### src/rtl/npd_pkg.sv
// Shared constants, register and mode codes, and the lane type of the permutation core.
package npd_pkg;

  localparam int NODE_BITS  = 16;
  localparam int MAX_DIGITS = 16;
  localparam int CNT_W      = NODE_BITS + 1;
  localparam int LEFT_W     = $clog2(MAX_DIGITS + 1);
  localparam int LOG_W      = $clog2(NODE_BITS + 1);
  localparam int MODE_W     = 3;
  localparam int DCNT_W     = 5;
  localparam int IDX_W      = 2;
  localparam int ADDR_W     = IDX_W + 2;
  localparam int DATA_W     = 32;
  localparam int LATENCY    = 1 + MAX_DIGITS * (NODE_BITS + 2);

  localparam logic [IDX_W-1:0] REG_PATTERN_MODE = 2'd0;
  localparam logic [IDX_W-1:0] REG_NODE_COUNT   = 2'd1;
  localparam logic [IDX_W-1:0] REG_DIGIT_RADIX  = 2'd2;
  localparam logic [IDX_W-1:0] REG_DIGIT_COUNT  = 2'd3;

  localparam logic [MODE_W-1:0] MODE_BITCOMP   = 3'd0;
  localparam logic [MODE_W-1:0] MODE_TRANSPOSE = 3'd1;
  localparam logic [MODE_W-1:0] MODE_BITREV    = 3'd2;
  localparam logic [MODE_W-1:0] MODE_SHUFFLE   = 3'd3;
  localparam logic [MODE_W-1:0] MODE_TORNADO   = 3'd4;
  localparam logic [MODE_W-1:0] MODE_NEIGHBOR  = 3'd5;

  localparam logic [MODE_W-1:0]  RST_PATTERN_MODE = MODE_BITCOMP;
  localparam logic [CNT_W-1:0]   RST_NODE_COUNT   = CNT_W'(64);
  localparam logic [CNT_W-1:0]   RST_DIGIT_RADIX  = CNT_W'(8);
  localparam logic [DCNT_W-1:0]  RST_DIGIT_COUNT  = DCNT_W'(2);

  typedef struct packed {
    logic                  oor;
    logic [LEFT_W-1:0]     left;
    logic [NODE_BITS-1:0]  quo;
    logic [CNT_W-1:0]      rem;
    logic [NODE_BITS-1:0]  res;
    logic [NODE_BITS-1:0]  wgt;
  } npd_lane_t;

endpackage

### src/rtl/npd_div_cell.sv
// One registered restoring-division step of the digit extraction chain.
module npd_div_cell import npd_pkg::*; (
  input  logic             clk_i,
  input  logic             rst_ni,
  input  logic [CNT_W-1:0] r_i,
  input  logic             vld_i,
  input  npd_lane_t        lane_i,
  output logic             vld_o,
  output npd_lane_t        lane_o
);

  logic [CNT_W:0] trial;
  logic [CNT_W:0] diff;
  logic           ge;
  logic           vld_q;
  npd_lane_t      lane_d;
  npd_lane_t      lane_q;

  always_comb begin
    trial      = {lane_i.rem, lane_i.quo[NODE_BITS-1]};
    diff       = trial - {1'b0, r_i};
    ge         = trial >= {1'b0, r_i};
    lane_d     = lane_i;
    lane_d.rem = ge ? diff[CNT_W-1:0] : trial[CNT_W-1:0];
    lane_d.quo = {lane_i.quo[NODE_BITS-2:0], ge};
  end

  always_ff @(posedge clk_i or negedge rst_ni) begin
    if (!rst_ni) begin
      vld_q <= 1'b0;
    end else begin
      vld_q <= vld_i;
    end
  end

  always_ff @(posedge clk_i) begin
    lane_q <= lane_d;
  end

  assign vld_o  = vld_q;
  assign lane_o = lane_q;

endmodule

### src/rtl/npd_digit_cell.sv
// One digit cell: a division by the radix, the digit remap, and the weighted accumulate.
module npd_digit_cell import npd_pkg::*; (
  input  logic             clk_i,
  input  logic             rst_ni,
  input  logic [CNT_W-1:0] r_i,
  input  logic [CNT_W-1:0] add_i,
  input  logic             vld_i,
  input  npd_lane_t        lane_i,
  output logic             vld_o,
  output npd_lane_t        lane_o
);

  logic                    vld_c [0:NODE_BITS];
  npd_lane_t               lane_c [0:NODE_BITS];
  logic [CNT_W:0]          dsum;
  logic [CNT_W:0]          dsub;
  npd_lane_t               map_d;
  npd_lane_t               map_q;
  logic                    map_vld_q;
  logic [NODE_BITS-1:0]    prod_res;
  logic [NODE_BITS-1:0]    prod_wgt;
  npd_lane_t               acc_d;
  npd_lane_t               acc_q;
  logic                    acc_vld_q;

  assign vld_c[0]  = vld_i;
  assign lane_c[0] = lane_i;

  for (genvar g = 0; g < NODE_BITS; g++) begin : g_step
    npd_div_cell u_step (
      .clk_i  (clk_i),
      .rst_ni (rst_ni),
      .r_i    (r_i),
      .vld_i  (vld_c[g]),
      .lane_i (lane_c[g]),
      .vld_o  (vld_c[g+1]),
      .lane_o (lane_c[g+1])
    );
  end

  always_comb begin
    dsum      = {1'b0, lane_c[NODE_BITS].rem} + {1'b0, add_i};
    dsub      = dsum - {1'b0, r_i};
    map_d     = lane_c[NODE_BITS];
    map_d.rem = (dsum >= {1'b0, r_i}) ? dsub[CNT_W-1:0] : dsum[CNT_W-1:0];
  end

  always_comb begin
    prod_res  = map_q.wgt * map_q.rem[NODE_BITS-1:0];
    prod_wgt  = map_q.wgt * r_i[NODE_BITS-1:0];
    acc_d     = map_q;
    acc_d.rem = '0;
    if (map_q.left != '0) begin
      acc_d.res  = map_q.res + prod_res;
      acc_d.wgt  = prod_wgt;
      acc_d.left = map_q.left - 1'b1;
    end
  end

  always_ff @(posedge clk_i or negedge rst_ni) begin
    if (!rst_ni) begin
      map_vld_q <= 1'b0;
      acc_vld_q <= 1'b0;
    end else begin
      map_vld_q <= vld_c[NODE_BITS];
      acc_vld_q <= map_vld_q;
    end
  end

  always_ff @(posedge clk_i) begin
    map_q <= map_d;
    acc_q <= acc_d;
  end

  assign vld_o  = acc_vld_q;
  assign lane_o = acc_q;

endmodule

### config.mk
export PLATFORM = sky130hd
export DESIGN_NAME = npd_digit_cell
export DESIGN_NICKNAME = d
export VERILOG_FILES = /design/src/rtl/npd_pkg.sv /design/src/rtl/npd_div_cell.sv /design/src/rtl/npd_digit_cell.sv
export SDC_FILE = /design/constraint.sdc
export NUM_CORES = 2
export LEC_CHECK = 0
export BUFFER_PORTS_ARGS = -buffer_cell sky130_fd_sc_hd__clkbuf_2
export CAP_MARGIN = 20
export CORE_UTILIZATION = 56
export DETAILED_ROUTE_END_ITERATION = 7
export PLACE_DENSITY = 0.69
export RECOVER_POWER = 25
export SYNTH_ARGS = -nofsm -noshare
export SYNTH_HDL_FRONTEND = slang
export SYNTH_SLANG_ARGS = --single-unit
### constraint.sdc
create_clock -name clk_i -period 7.9 [get_ports clk_i]
set_input_delay 0.79 -clock clk_i [delete_from_list [all_inputs] [get_ports clk_i]]
set_output_delay 0.79 -clock clk_i [all_outputs]
set_load 0.03 [all_outputs]
* After elaboration in Yosys (flattened, before gate mapping) *
Index checks and enable logic that the tools add are counted.

storage, ports and cells
  input bits = 108
  output and inout bits = 72
  ROM bits = 0
  bits in latches = 0
  memories kept = 0
  memory bits (writable) = 0
  register bits after elaboration = 1278

cells by class
  $mul = 2
  divide/modulo/power cells = 0
  equality and inequality tests = 0
  reduce and logical (&&, ||, !) cells = 1
  bitwise operators = 0
  shift-type cells = 0
  muxes and demuxes = 19
  $lt $le $gt $ge = 17
  add/sub/neg operators = 20

operators with widths
  kind                 count
  $ge 18x17->1         17
  $mux 17              16
  $sub 17x17->17       16
  $mul 16x16->16       2
  $mux 32              1
  $add 17x17->18       1
  $add 16x16->16       1
  $mux 16              1
  $sub 16x16->16       1
  $mux 5               1
  $reduce_bool 5->1    1
  $sub 5x1->5 const B  1

* Depth between registers and ports, before layout *
  depth in word-level cells = 3
  mapped depth = 22
  depth with buffers taken out = 21

* Modules after synthesis *
From an unflattened synthesis, not the netlist that was laid out.

unflattened totals
  cell total of the unflattened synthesis = 5139
  area, all modules = 55416.9 um^2

modules (own cells, without submodules)
  module                               area each (um^2)  instances  cells an instance
  npd_div_cell (g_step[0].u_step ...)  2628.8            11         224
  npd_digit_cell                       13270.2           1          1461
  npd_div_cell (g_step[6].u_step ...)  2656.3            4          246
  npd_div_cell (g_step[5].u_step)      2605.0            1          230

* Least setup slack after synthesis *
No wires, ideal clock.

  path kind = input to register
  start point = input port r_i[6]
  end point = register acc_q (netlist bit lane_o[15])
  arrival = 5.499 ns
  cell stages on the path = 19
  path slack = 2.273 ns
  path buffers = 1
  setup time = 0.128 ns
  required time = 7.772 ns
  path through = clkbuf_1 and2_1 fa_1 inv_1 fa_1 fa_1 inv_1 fa_1 fa_1 inv_1 fa_1 inv_1 ha_1 nand3_1 nand2_1 a41o_1 o41ai_1 xnor2_1 o21ai_0

RTL lines
  what                  line                  source
  from (decl)           npd_digit_cell.sv:5   input logic [CNT_W-1:0] r_i,
  to (signal assigned)  npd_digit_cell.sv:72  acc_q <= acc_d;
  to (decl)             npd_digit_cell.sv:23  npd_lane_t acc_q;

==> results.md <==
- Status: complete, no violations
- CTS Hold Bufs: 1
- Worst reg2reg path endpoint: lane_o[15]
- Worst skew pair latency: 740 ps
- Placed instance count: 5956
- Synth async-reset ratio: 0.0141
- F_max: 171 MHz
- Crit start category: flip-flop
- Initial antenna violation count: 4
- MaxCap Viol Count: 0
- Design area: 57700 um2
- Critical path required time: 8470 ps
- Standard-cell rows: 110
- Syn Std Cell Area: 51500 um2
- CP max FO: 27
- NumNets Final: 5609
- Wire per inst: 16.6 um
- Root buffer cell: clkbuf_16
- CTS tree: done
- Clk sinks: 1278
- Predominant post-synthesis flop cell: dfxtp_1
- RSZ-0062 raised after global routing: false
- Fin crit period: 5850 ps
- Total wire length: 102 mm
- Placed cell area: 53600 um2
- Drt via density: 5.22
- Fill cells: 7234
- Slew @ Worst Pin: 1090 ps
- Final Skew: 57.1 ps
- Layout Area Growth over Synthesis: 12.0%
- Setup Fix Bufs, Post-CTS: 0
- Reg-to-Reg Start: map_q[3]
- Post-synthesis cell count: 4669
- Drt first pass iters: 5
- Initial Util: 0.569
- R2R Setup Slk: 2050 ps
- Hold depth: 1
- Drt drc: 0
- Pre-CTS worst setup slack: 1900 ps
- Critical path endpoint category: flip-flop
- Die ar.: 93200 um2
- Worst min path class: in -> reg
- Tot GR Track Use: 0.221
- Post-CTS sizing: 0
- Routability Congestion: 0.879
- Chip Height: 305 um
- Crit path arrival time: 6420 ps
- WHS Endpoint: g_step[0].u_step.lane_o[50]
- First-pass GRT wire length: 165 mm
- Detail Route Antenna Nets: 0
- Unique masters post-synth: 79
- Vias in the first global route: 31800
- Cts bufs inserted: 117
- Antenna cell count: 0
- Final-report setup violation count: 0
- Post-DP HPWL: 72.2 mm
- Largest net degree at the start of global routing: 37
- Hold_sp: lane_i[49]
- CTS H-tree depth: 3
- Vias: 32300
- Max clock buf depth: 3
- I/O Pins: 180
- TNS Setup: 0 ps
- Final period util: 0.740
- Die Span X: 305 um
- Mean Syn Cell Area: 11.0 um2
- Initial DRC count: 1777
- Crit Path Category: reg -> reg
- Final Instance Count excl. Fillers: 6175
- EDFF count, synth: 0
- Final max-slew violation count: 0
- Core area: 90600 um2
- Seq/Total Area, Yosys: 0.498
- #FFs+latches synth: 1278
- Share of cells above drive strength 1: 0.123
- Worst R2R Path Depth: 17
- Post-route worst setup slack: 2050 ps
- Fin. Hold Viols: 0
- Remaining Overflow, GRT: 0
- # port buffers: 162
- Yosys warning count: 0
- Worst slew margin: 0.273
- CTS clk-pin slew, worst paths: 70 ps
through the flow:
step                      hold slack, ps  utilization
after floorplan                      310            -
final                                149        0.637
after CTS                           91.0        0.637
after detailed placement             312        0.592
after global routing                 107        0.637
after global placement               310        0.592
worst max-delay path: stages (launching register included):
cell and delay, ps:
dfxtp_1 1040, nand2_1 200, fa_1 590, inv_1 60, fa_1 460, ha_1 340, fa_1 520, fa_1 550
inv_1 50, fa_1 530, inv_1 40, ha_1 360, nand3_1 110, nand2_1 50, a41o_1 220, o41ai_1 340
xnor2_1 160, o21ai_0 80
worst max-delay path by stage:
stage,start,endpoint,slack [ps],cells past startpoint
floorplan,r_i[6],lane_o[15],2270,19
global placement,r_i[1],lane_o[15],2020,18
detailed placement,r_i[1],lane_o[15],1900,18
CTS,map_q[3],lane_o[15],2050,17
global route,map_q[3],lane_o[31],1760,17
finish,map_q[3],lane_o[15],2050,17
synth_stat cells (11+ instances only):
library cell / count / share of area
nand2b_1: 30 / 0.0036
and4_1: 12 / 0.0020
xor2_1: 70 / 0.012
nor2_1: 243 / 0.018
fa_1: 192 / 0.075
mux2_2: 185 / 0.040
o21a_1: 65 / 0.0095
o21bai_1: 22 / 0.0032
a21o_1: 63 / 0.0092
and2_1: 138 / 0.017
xnor2_1: 225 / 0.038
ha_1: 408 / 0.099
o31a_1: 11 / 0.0019
a31oi_1: 18 / 0.0022
buf_4: 22 / 0.0032
o21ai_0: 169 / 0.016
inv_1: 401 / 0.029
nand3_1: 61 / 0.0059
dfrtp_1: 18 / 0.0087
nand2_1: 318 / 0.023
clkbuf_1: 58 / 0.0042
or3_1: 19 / 0.0023
a211oi_1: 21 / 0.0031
mux2i_1: 39 / 0.0076
nand4_1: 46 / 0.0056
dfxtp_1: 1260 / 0.49
nor2b_1: 51 / 0.0062
buf_2: 13 / 0.0013
o41ai_1: 15 / 0.0026
o211ai_1: 14 / 0.0020
a21oi_1: 181 / 0.018
nor3_1: 76 / 0.0074
a21boi_0: 23 / 0.0034
o31ai_1: 28 / 0.0041
and3_1: 16 / 0.0019
cells by family (layout without fill, tap and decap cells):
family                     after synthesis  in the layout  share of synthesized area
AOI/OAI and AO/OA                      724            724                     0.0922
xor gates and xnor gates               295            295                     0.0502
adders and majority gates              600            600                      0.174
buffers and inverters                  503            817                     0.0392
DFF                                   1278           1278                      0.498
muxes                                  231            231                     0.0501
other                                    1             17                  0.0000728
and+or+nand+nor                       1037           1037                     0.0962
final cells by class:
type / instances / area [um2] / share of cell area
Sequential cell: 1278 / 25700 / 0.445
Clock inverter: 63 / 806 / 0.0140
Timing Repair Buffer: 196 / 1070 / 0.0185
Clock buffer: 154 / 3290 / 0.0569
Inverter: 404 / 1520 / 0.0263
Tap cell: 1176 / 1470 / 0.0255
Multi-Input combinational cell: 2904 / 23900 / 0.414
cell usage in the layout (no fill, tap or decap), types with 15 or more instances in the layout:
master	instances
clkbuf_2	156
clkbuf_1	21
nand3_1	61
a21boi_0	23
fa_1	192
a211oi_1	20
o21ai_0	169
dfxtp_1	1260
nor3_1	75
clkbuf_16	117
dfrtp_1	18
mux2_2	185
a21o_1	63
or3_1	19
xor2_1	70
nor2b_1	51
nor2_1	243
o41ai_1	15
conb_1	17
clkbuf_8	22
buf_4	32
clkinv_2	27
a31oi_1	18
o31ai_1	28
o21a_1	65
ha_1	408
a21oi_1	181
xnor2_1	225
nand2_1	318
inv_1	398
o21bai_1	22
mux2i_1	39
nand4_1	46
nand2b_1	30
and3_1	16
and2_1	138
registers in the layout, summed over array words and instances (netlist names):
register	count
map_vld_q	1
map_q	53
acc_d	17
g_step.u_step.vld_o	16
g_step.u_step.lane_o	1136
lane_o	54
vld_o	1
routing by layer:
metal  track usage  wire length (um)  vias up
met5             0                34        -
met4        0.0719              2930        4
met3        0.0409              5900      195
met2         0.351             45300      788
met1         0.303             48100    15100
li1              -                 -    16100
Power is not shown: default switching activity piles up to over one toggle a cycle in this logic, so the estimate is an artifact.
